<file path="src/hdl/jse_pkg.sv">
// Shared types and constants for the JTAG shift engine.
package jse_pkg;

  localparam int MAX_BITS_DEF = 64;
  localparam int PORT_BITS    = 64;
  localparam int CNT_W        = 7;
  localparam int ACK_W        = 3;
  localparam int RETRY_W      = 16;
  localparam int APB_AW       = 3;
  localparam int APB_DW       = 32;

  localparam logic [ACK_W-1:0] ACK_OK   = 3'd1;
  localparam logic [ACK_W-1:0] ACK_WAIT = 3'd2;

  // ack field sits above this TDO bit
  localparam logic [CNT_W-1:0] ACK_BASE = 7'd32;

  // register index decoded from paddr
  localparam logic REG_RESHIFT_MAX = 1'b0;

  typedef enum logic [1:0] {
    OP_START = 2'd0,
    OP_TICK  = 2'd1,
    OP_CLEAR = 2'd2,
    OP_NONE  = 2'd3
  } op_t;

  typedef struct packed {
    op_t                  op;
    logic [CNT_W-1:0]     len;
    logic [PORT_BITS-1:0] tms;
    logic [PORT_BITS-1:0] tdi;
    logic [4:0]           ack_pos;
    logic                 tdo;
  } cmd_t;

  typedef struct packed {
    logic                 tms_out;
    logic                 tdi_out;
    logic                 tck_pulse;
    logic [PORT_BITS-1:0] tdo_bits;
    logic [ACK_W-1:0]     ack_status;
    logic                 done_res;
    logic                 accepted;
    logic                 busy_res;
  } res_t;

endpackage

</file>
<file path="src/hdl/jse_front.sv">
// Front end: decodes incoming beats and holds them in a two-entry command queue.
module jse_front import jse_pkg::*; #(
  parameter int MAX_BITS = MAX_BITS_DEF
) (
  input  logic                 clk,
  input  logic                 rst,
  input  logic                 push,
  output logic                 full,
  input  logic [1:0]           operation,
  input  logic [CNT_W-1:0]     bit_count,
  input  logic [PORT_BITS-1:0] tms_bits,
  input  logic [PORT_BITS-1:0] tdi_bits,
  input  logic [4:0]           ack_position,
  input  logic                 tdo_sample,
  output logic                 cmd_valid,
  output cmd_t                 cmd,
  input  logic                 cmd_pop
);

  cmd_t       q [2];
  logic       wr_ptr;
  logic       rd_ptr;
  logic [1:0] cnt;
  cmd_t       cmd_in;
  logic       do_push;
  logic       do_pop;

  always_comb begin
    cmd_in.op      = op_t'(operation);
    cmd_in.tms     = tms_bits;
    cmd_in.tdi     = tdi_bits;
    cmd_in.ack_pos = ack_position;
    cmd_in.tdo     = tdo_sample;
    // zero length means one bit, oversize clamps to the shifter width
    if (bit_count == '0) begin
      cmd_in.len = CNT_W'(1);
    end else if (bit_count > CNT_W'(MAX_BITS)) begin
      cmd_in.len = CNT_W'(MAX_BITS);
    end else begin
      cmd_in.len = bit_count;
    end
  end

  assign full      = (cnt == 2'd2);
  assign cmd_valid = (cnt != 2'd0);
  assign cmd       = q[rd_ptr];
  assign do_push   = push && !full;
  assign do_pop    = cmd_pop && cmd_valid;

  always_ff @(posedge clk) begin
    if (do_push) begin
      q[wr_ptr] <= cmd_in;
    end
  end

  always_ff @(posedge clk) begin
    if (rst) begin
      wr_ptr <= 1'b0;
      rd_ptr <= 1'b0;
      cnt    <= 2'd0;
    end else begin
      if (do_push) begin
        wr_ptr <= ~wr_ptr;
      end
      if (do_pop) begin
        rd_ptr <= ~rd_ptr;
      end
      cnt <= cnt + 2'(do_push) - 2'(do_pop);
    end
  end

  a_cnt_bound: assert property (@(posedge clk) disable iff (rst) cnt <= 2'd2)
    else $error("command queue overflow");

endmodule

</file>
<file path="src/hdl/jse_exec.sv">
// Back end: shift state machine, acknowledge check and WAIT retry.
module jse_exec import jse_pkg::*; #(
  parameter int MAX_BITS = MAX_BITS_DEF
) (
  input  logic               clk,
  input  logic               rst,
  input  logic [RETRY_W-1:0] reshift_max,
  input  logic               cmd_valid,
  input  cmd_t               cmd,
  output logic               cmd_pop,
  input  logic               res_full,
  output logic               res_push,
  output res_t               res
);

  localparam int IW = $clog2(MAX_BITS);
  localparam int CW = $clog2(MAX_BITS + 1);

  logic                active, active_next;
  logic [CW-1:0]       bit_index, bit_index_next;
  logic [CW-1:0]       length, length_next;
  logic [MAX_BITS-1:0] tms_store, tms_store_next;
  logic [MAX_BITS-1:0] tdi_store, tdi_store_next;
  logic [MAX_BITS-1:0] tdo_store, tdo_store_next;
  logic [4:0]          ack_offset, ack_offset_next;
  logic [RETRY_W-1:0]  retries_used, retries_used_next;
  logic [ACK_W-1:0]    sticky_ack, sticky_ack_next;

  logic                go;
  logic [IW-1:0]       idx;
  logic [CW-1:0]       bit_inc;
  logic [MAX_BITS-1:0] tdo_upd;
  logic [ACK_W-1:0]    ack_raw;
  logic [ACK_W-1:0]    ack;

  assign go       = cmd_valid && !res_full;
  assign cmd_pop  = go;
  assign res_push = go;
  assign idx      = bit_index[IW-1:0];
  assign bit_inc  = bit_index + CW'(1);

  always_comb begin
    tdo_upd      = tdo_store;
    tdo_upd[idx] = cmd.tdo;
  end

  // three ack bits above bit 32; bits past the shifter read as zero
  always_comb begin
    logic [CNT_W-1:0] k;
    for (int j = 0; j < ACK_W; j++) begin
      k = ACK_BASE + CNT_W'(ack_offset) + CNT_W'(j);
      ack_raw[j] = (k < CNT_W'(MAX_BITS)) ? tdo_upd[k[IW-1:0]] : 1'b0;
    end
    ack = (ack_offset != '0) ? {ack_raw[2], ack_raw[0], ack_raw[1]} : ACK_OK;
  end

  always_comb begin
    active_next       = active;
    bit_index_next    = bit_index;
    length_next       = length;
    tms_store_next    = tms_store;
    tdi_store_next    = tdi_store;
    tdo_store_next    = tdo_store;
    ack_offset_next   = ack_offset;
    retries_used_next = retries_used;
    sticky_ack_next   = sticky_ack;
    res               = '0;

    case (cmd.op)
      OP_START: begin
        if (!active && sticky_ack == ACK_OK) begin
          length_next       = cmd.len[CW-1:0];
          tms_store_next    = cmd.tms[MAX_BITS-1:0];
          tdi_store_next    = cmd.tdi[MAX_BITS-1:0];
          ack_offset_next   = cmd.ack_pos;
          tdo_store_next    = '0;
          bit_index_next    = '0;
          retries_used_next = '0;
          active_next       = 1'b1;
          res.accepted      = 1'b1;
        end
      end
      OP_TICK: begin
        if (active) begin
          res.tms_out    = tms_store[idx];
          res.tdi_out    = tdi_store[idx];
          res.tck_pulse  = 1'b1;
          tdo_store_next = tdo_upd;
          bit_index_next = bit_inc;
          if (bit_inc >= length) begin
            if (ack_offset != '0 && ack == ACK_WAIT && retries_used < reshift_max) begin
              retries_used_next = retries_used + RETRY_W'(1);
              bit_index_next    = '0;
            end else begin
              sticky_ack_next = ack;
              active_next     = 1'b0;
              res.done_res    = 1'b1;
              res.tdo_bits    = PORT_BITS'(tdo_upd);
            end
          end
        end
      end
      OP_CLEAR: begin
        sticky_ack_next = ACK_OK;
      end
      default: begin
      end
    endcase

    res.ack_status = sticky_ack_next;
    res.busy_res   = active_next;
  end

  always_ff @(posedge clk) begin
    if (go) begin
      tms_store  <= tms_store_next;
      tdi_store  <= tdi_store_next;
      tdo_store  <= tdo_store_next;
      ack_offset <= ack_offset_next;
    end
  end

  always_ff @(posedge clk) begin
    if (rst) begin
      active       <= 1'b0;
      bit_index    <= '0;
      length       <= '0;
      retries_used <= '0;
      sticky_ack   <= ACK_OK;
    end else if (go) begin
      active       <= active_next;
      bit_index    <= bit_index_next;
      length       <= length_next;
      retries_used <= retries_used_next;
      sticky_ack   <= sticky_ack_next;
    end
  end

  a_idx_in_range: assert property (@(posedge clk) disable iff (rst)
    active |-> (bit_index < length))
    else $error("bit index past transfer length");

  a_done_idle: assert property (@(posedge clk) disable iff (rst)
    (res_push && res.done_res) |=> !active)
    else $error("engine still active after done");

  a_accept_busy: assert property (@(posedge clk) disable iff (rst)
    (res_push && res.accepted) |-> (res.busy_res && !active))
    else $error("start accepted while busy");

  a_retry_bound: assert property (@(posedge clk) disable iff (rst)
    (go && cmd.op == OP_TICK && retries_used_next != retries_used)
      |-> (retries_used < reshift_max))
    else $error("retry taken past limit");

endmodule

</file>
<file path="src/hdl/jse_rfifo.sv">
// Result queue: two-entry buffer between the engine and the pop side.
module jse_rfifo import jse_pkg::*; (
  input  logic clk,
  input  logic rst,
  input  logic res_push,
  input  res_t res_in,
  output logic res_full,
  output logic empty,
  input  logic pop,
  output res_t res_out
);

  res_t       q [2];
  logic       wr_ptr;
  logic       rd_ptr;
  logic [1:0] cnt;
  logic       do_push;
  logic       do_pop;

  assign res_full = (cnt == 2'd2);
  assign empty    = (cnt == 2'd0);
  assign res_out  = q[rd_ptr];
  assign do_push  = res_push && !res_full;
  assign do_pop   = pop && !empty;

  always_ff @(posedge clk) begin
    if (do_push) begin
      q[wr_ptr] <= res_in;
    end
  end

  always_ff @(posedge clk) begin
    if (rst) begin
      wr_ptr <= 1'b0;
      rd_ptr <= 1'b0;
      cnt    <= 2'd0;
    end else begin
      if (do_push) begin
        wr_ptr <= ~wr_ptr;
      end
      if (do_pop) begin
        rd_ptr <= ~rd_ptr;
      end
      cnt <= cnt + 2'(do_push) - 2'(do_pop);
    end
  end

  a_no_drop: assert property (@(posedge clk) disable iff (rst)
    res_push |-> !res_full)
    else $error("result pushed into full queue");

endmodule

</file>
<file path="src/hdl/jtag_shift_engine_with_ack_retry.sv">
// JTAG shift engine top level: APB register, command queue, engine, result queue.
//
// Usage: push beats into the input queue (push/full). Each beat is a start,
// a TCK tick, a sticky-ack clear or a no-op, and yields exactly one result
// beat on the output queue (empty/pop), in order. A start loads up to
// MAX_BITS TMS and TDI bits; each following tick shifts one bit, LSB first,
// and captures TDO. On the last bit an optional 3-bit ack is checked; WAIT
// restarts the shift up to reshift_max times, set through APB at byte
// address 0. Throughput: one beat per clock unless the result queue fills;
// the engine updates its shift registers once per beat. A beat accepted
// into the command queue passes through the engine into the result queue
// and then appears on the result ports. If pop stays low the result queue
// fills, the engine stops taking commands and full rises once two commands
// wait; nothing is lost. Reset (synchronous rst) empties both queues, ends
// any transfer, sets the sticky ack to OK and reshift_max to zero.
module jtag_shift_engine_with_ack_retry import jse_pkg::*; #(
  parameter int MAX_BITS = MAX_BITS_DEF
) (
  input  logic                 clk,
  input  logic                 rst,
  input  logic                 push,
  output logic                 full,
  input  logic [1:0]           operation,
  input  logic [CNT_W-1:0]     bit_count,
  input  logic [PORT_BITS-1:0] tms_bits,
  input  logic [PORT_BITS-1:0] tdi_bits,
  input  logic [4:0]           ack_position,
  input  logic                 tdo_sample,
  output logic                 empty,
  input  logic                 pop,
  output logic                 tms_out,
  output logic                 tdi_out,
  output logic                 tck_pulse,
  output logic [PORT_BITS-1:0] tdo_bits,
  output logic [ACK_W-1:0]     ack_status,
  output logic                 done_res,
  output logic                 accepted,
  output logic                 busy_res,
  input  logic                 psel,
  input  logic                 penable,
  input  logic                 pwrite,
  input  logic [APB_AW-1:0]    paddr,
  input  logic [APB_DW-1:0]    pwdata,
  output logic [APB_DW-1:0]    prdata,
  output logic                 pready
);

  logic               cmd_valid;
  cmd_t               cmd;
  logic               cmd_pop;
  logic               res_push;
  logic               res_full;
  res_t               res;
  res_t               res_out;
  logic [RETRY_W-1:0] reshift_max;
  logic               reg_sel;

  assign pready  = 1'b1;
  assign reg_sel = (paddr[2] == REG_RESHIFT_MAX);

  always_ff @(posedge clk) begin
    if (rst) begin
      reshift_max <= '0;
    end else if (psel && penable && pwrite && reg_sel) begin
      reshift_max <= pwdata[RETRY_W-1:0];
    end
  end

  assign prdata = reg_sel ? APB_DW'(reshift_max) : '0;

  jse_front #(.MAX_BITS(MAX_BITS)) u_front (
    .clk          (clk),
    .rst          (rst),
    .push         (push),
    .full         (full),
    .operation    (operation),
    .bit_count    (bit_count),
    .tms_bits     (tms_bits),
    .tdi_bits     (tdi_bits),
    .ack_position (ack_position),
    .tdo_sample   (tdo_sample),
    .cmd_valid    (cmd_valid),
    .cmd          (cmd),
    .cmd_pop      (cmd_pop)
  );

  jse_exec #(.MAX_BITS(MAX_BITS)) u_exec (
    .clk         (clk),
    .rst         (rst),
    .reshift_max (reshift_max),
    .cmd_valid   (cmd_valid),
    .cmd         (cmd),
    .cmd_pop     (cmd_pop),
    .res_full    (res_full),
    .res_push    (res_push),
    .res         (res)
  );

  jse_rfifo u_rfifo (
    .clk      (clk),
    .rst      (rst),
    .res_push (res_push),
    .res_in   (res),
    .res_full (res_full),
    .empty    (empty),
    .pop      (pop),
    .res_out  (res_out)
  );

  assign tms_out    = res_out.tms_out;
  assign tdi_out    = res_out.tdi_out;
  assign tck_pulse  = res_out.tck_pulse;
  assign tdo_bits   = res_out.tdo_bits;
  assign ack_status = res_out.ack_status;
  assign done_res   = res_out.done_res;
  assign accepted   = res_out.accepted;
  assign busy_res   = res_out.busy_res;

endmodule
</file>
<file path="config.mk">
export PLATFORM = sky130hd
export DESIGN_NAME = jtag_shift_engine_with_ack_retry
export DESIGN_NICKNAME = d
export VERILOG_FILES = /design/src/hdl/jse_pkg.sv /design/src/hdl/jse_front.sv /design/src/hdl/jse_exec.sv /design/src/hdl/jse_rfifo.sv /design/src/hdl/jtag_shift_engine_with_ack_retry.sv
export SDC_FILE = /design/constraint.sdc
export NUM_CORES = 1
export LEC_CHECK = 0
export BUFFER_PORTS_ARGS = -buffer_cell sky130_fd_sc_hd__buf_2
export CAP_MARGIN = 15
export CORE_MARGIN = 2
export CORE_UTILIZATION = 60
export DETAILED_ROUTE_END_ITERATION = 10
export PLACE_DENSITY = 0.78
export SLEW_MARGIN = 30
export SYNTH_ARGS = -nofsm -noshare
export SYNTH_HDL_FRONTEND = slang
export SYNTH_SLANG_ARGS = --single-unit
</file>
<file path="constraint.sdc">
create_clock -name clk -period 19.15 [get_ports clk]
set_input_delay 0.9575 -clock clk [delete_from_list [all_inputs] [get_ports clk]]
set_output_delay 0.9575 -clock clk [all_outputs]
set_load 0.1 [all_outputs]
</file>
==> flow_summary.toml <==
[synth]
ys.flop_type = "edfxtp_1"
syn-mean-instance-area_um2 = 14.6
synth_enable_flop_cells = 629
ys_seq_elements = 689
synth_area_leader_cell = "edfxtp_1"
yosysWarnings = 0
synthesis.instances = 2022
synth_cell_types = 93
netlist.area_leader.share = 0.639
netlist_top_cells_area = "edfxtp_1 64%, mux2_2 8.3%, dfxtp_1 4.1%"
synth_area_mm2 = 0.0296
ys_seq_area_frac = 0.680
async_reset_ff_frac = 0

[cts]
cts.sinks = 689
numCtsBuffers = 69
tritoncts = "yes"
post_cts_resize_count = 0
clock_latency_ps = 610
holdBufCountCts = 0
cts_max_level = 3
cts_root_buf = "clkbuf_16"
cts.clk_slew.worst_paths_ps = 60
cts_buffer_depth = 3
post_cts_buffers = 0

[sta]
tns_ps = 0
hold_viol = 0
min_period_ps = 5430
slew_headroom = 0.334
max_freq_ghz = 0.184
worst_slew_pin_slew_ps = 999
finalCritPeriodShare = 0.284
rsz0062_at_grt = "no"
fin_worst_skew_ps = 20.3
finalSetupViolations = 0
fin_ws_ps = 13720
timing.final.max_slew_violations = 0

[hold_path]
min_from = "reshift_max[15]$_SDFFE_PP0P_"
whs_path_depth = 2
min_to = "reshift_max[15]$_SDFFE_PP0P_"
hp-class = "reg -> reg"

[global_route]
grt_pass1_vias = 17700
grt_use_total = 0.257
grt_first_pass_wirelength_um = 99200
grt_max_degree = 148
grt_antenna_before_repair = 9
grt-ovfl-total = 0

[setup_path]
path_buf_inv = 1
cp_top_family = "simple AND/OR/NAND/NOR gates"
timing.rr.end = "u_rfifo.q[1][8]$_DFFE_PP_"
cpMaxStageDelayCell = "mux2_4"
reg2reg_depth = 11
required_ps = 19450
start_kind = "flop"
worstSetupPathType = "reg -> reg"
cpMostUsedCell = "nor2_1"
cp_slowest_stage_delay_ps = 750
crit_arrival_ps = 5730
crit_chain = "buf_4 > mux2_4 > nor2_1 > a21o_1 > mux4_2 > nor3b_1 > a311oi_2 > a2bb2o_4 > nor3_4 > or3_4 > nor2_1"
reg2reg_slack_ps = 13720
timing.critical_path.to_type = "flop"
crit_fanout = 66

[placement]
hpwl_um = 42100
dp.cells = 2852
place_congestion = 0.900
io_buffers = 257
pre_cts_ws_ps = 13600

[final_layout]
regArea_mm2 = 0.0201
area_growth_pct = 14.1
fin_util = 0.692
nets = 2479
layoutNonFillerInstCount = 2982
drive_above_1_share = 0.290
final_common_cell = "edfxtp_1"
most-common-layout-cells = "629 x edfxtp_1, 257 x buf_2, 217 x mux2_2"
multi_input_area_mm2 = 0.00875
n_fill_cell = 3244

[floorplan]
pin_count = 293
fp.dieW_um = 226
core_area_mm2 = 0.0487
rows = 81
dieArea_mm2 = 0.0511
die_h_um = 226
start_util = 0.606

[power]
leakage_uw = 0.0122
pwr_density_cell_mw_per_mm2 = 151
peakVddDrop_uv = 99.0
power_uw = 5100

[routing]
routed_wire_length_per_instance_um = 22.0
vias_per_cell = 5.95
drt-pass1-iter-count = 6
drt_iter0_drc = 1469
antenna_left = 0
vias = 17800
drt-total-wl_um = 65500
drc = 0

[outcome]
status = "finished clean"

[run]
drv_cap = 0
==> flip-flops by register name, indices dropped and copies added, names as in the netlist, 3 cells and up, named ones only <==
register and count:
u_rfifo.q 146, u_exec.tdo_store 64, u_exec.length 7, u_exec.bit_index 7, u_exec.retries_used 16, u_exec.sticky_ack 3
u_exec.ack_offset 5, u_front.q 286, u_exec.tms_store 64, reshift_max 16, u_exec.tdi_store 64
==> worst max path at each step <==
stage	start	to	slack [ps]	depth (start not counted)
final	flop	u_rfifo.q[1][8]$_DFFE_PP_	13720	11
after global routing	flop	u_rfifo.q[0][17]$_DFFE_PP_	13450	11
after CTS	flop	u_exec.retries_used[8]$_SDFFE_PP0P_	13610	11
after detailed placement	flop	u_exec.retries_used[8]$_SDFFE_PP0P_	13600	11
after global placement	flop	u_exec.retries_used[15]$_SDFFE_PP0P_	13720	11
after floorplan	push	u_front.q[0][0]$_DFFE_PP_	11520	2
==> power by group <==
part	switching (uW)	internal, uW	total (uW)
Clock	561	795	1360
Sequential	95.1	2020	2120
Combinational	1210	421	1630
==> area by class of cell <==
| type | count | share of cell area |
|---|---|---|
| antenna | 5 | 0.000371 |
| clock inverter | 40 | 0.0127 |
| multi-input combinational | 1162 | 0.259 |
| tap | 664 | 0.0246 |
| clock buffer | 84 | 0.0553 |
| sequential | 689 | 0.596 |
| inverter | 47 | 0.00523 |
| timing repair buffer | 291 | 0.0467 |
==> kinds of logic (layout without fill, tap and decap cells) <==
group                      Yosys count  count (layout)  share of synthesized area
xor gates and xnor gates            19              19                    0.00639
adders and majority gates           34              34                     0.0144
buffers and inverters              186             462                     0.0290
other                                2              22                   0.000254
and+or+nand+nor                    531             531                     0.0863
muxes                              333             333                      0.128
DFF                                689             689                      0.680
AOI/OAI and AO/OA                  228             228                     0.0562
==> per-stage QoR <==
| step | hold slack [ps] | cell area, um2 |
|---|---|---|
| after floorplan | 436 | 29600 |
| after global placement | 443 | 31400 |
| after detailed placement | 447 | 31400 |
| after CTS | 455 | 33700 |
| after global routing | 479 | 33700 |
| final | 452 | 33700 |
==> tightest hold or removal path, cell delays in order, from the launching register on <==
cell	delay, ps
dfxtp_1	310
nand2_1	50
a21oi_1	50
==> synth_stat cells, types with 18 or more instances <==
cell type / number
a21oi_1: 52
buf_2: 22
buf_4: 21
clkbuf_1: 73
dfxtp_1: 60
edfxtp_1: 629
ha_1: 34
inv_1: 44
mux2_2: 217
mux2i_1: 100
nand2_1: 146
nand3_1: 25
nor2_1: 209
nor2b_1: 18
o21ai_0: 23
==> routing by layer <==
metal  wire (um)  share of wire  global-route usage
met3        4550          0.069              0.0539
met5          49        0.00075                   0
met1       26500           0.40               0.337
met4        2210          0.034              0.0953
met2       32200           0.49               0.426
Note: power is estimated with default switching activity, not from simulation.
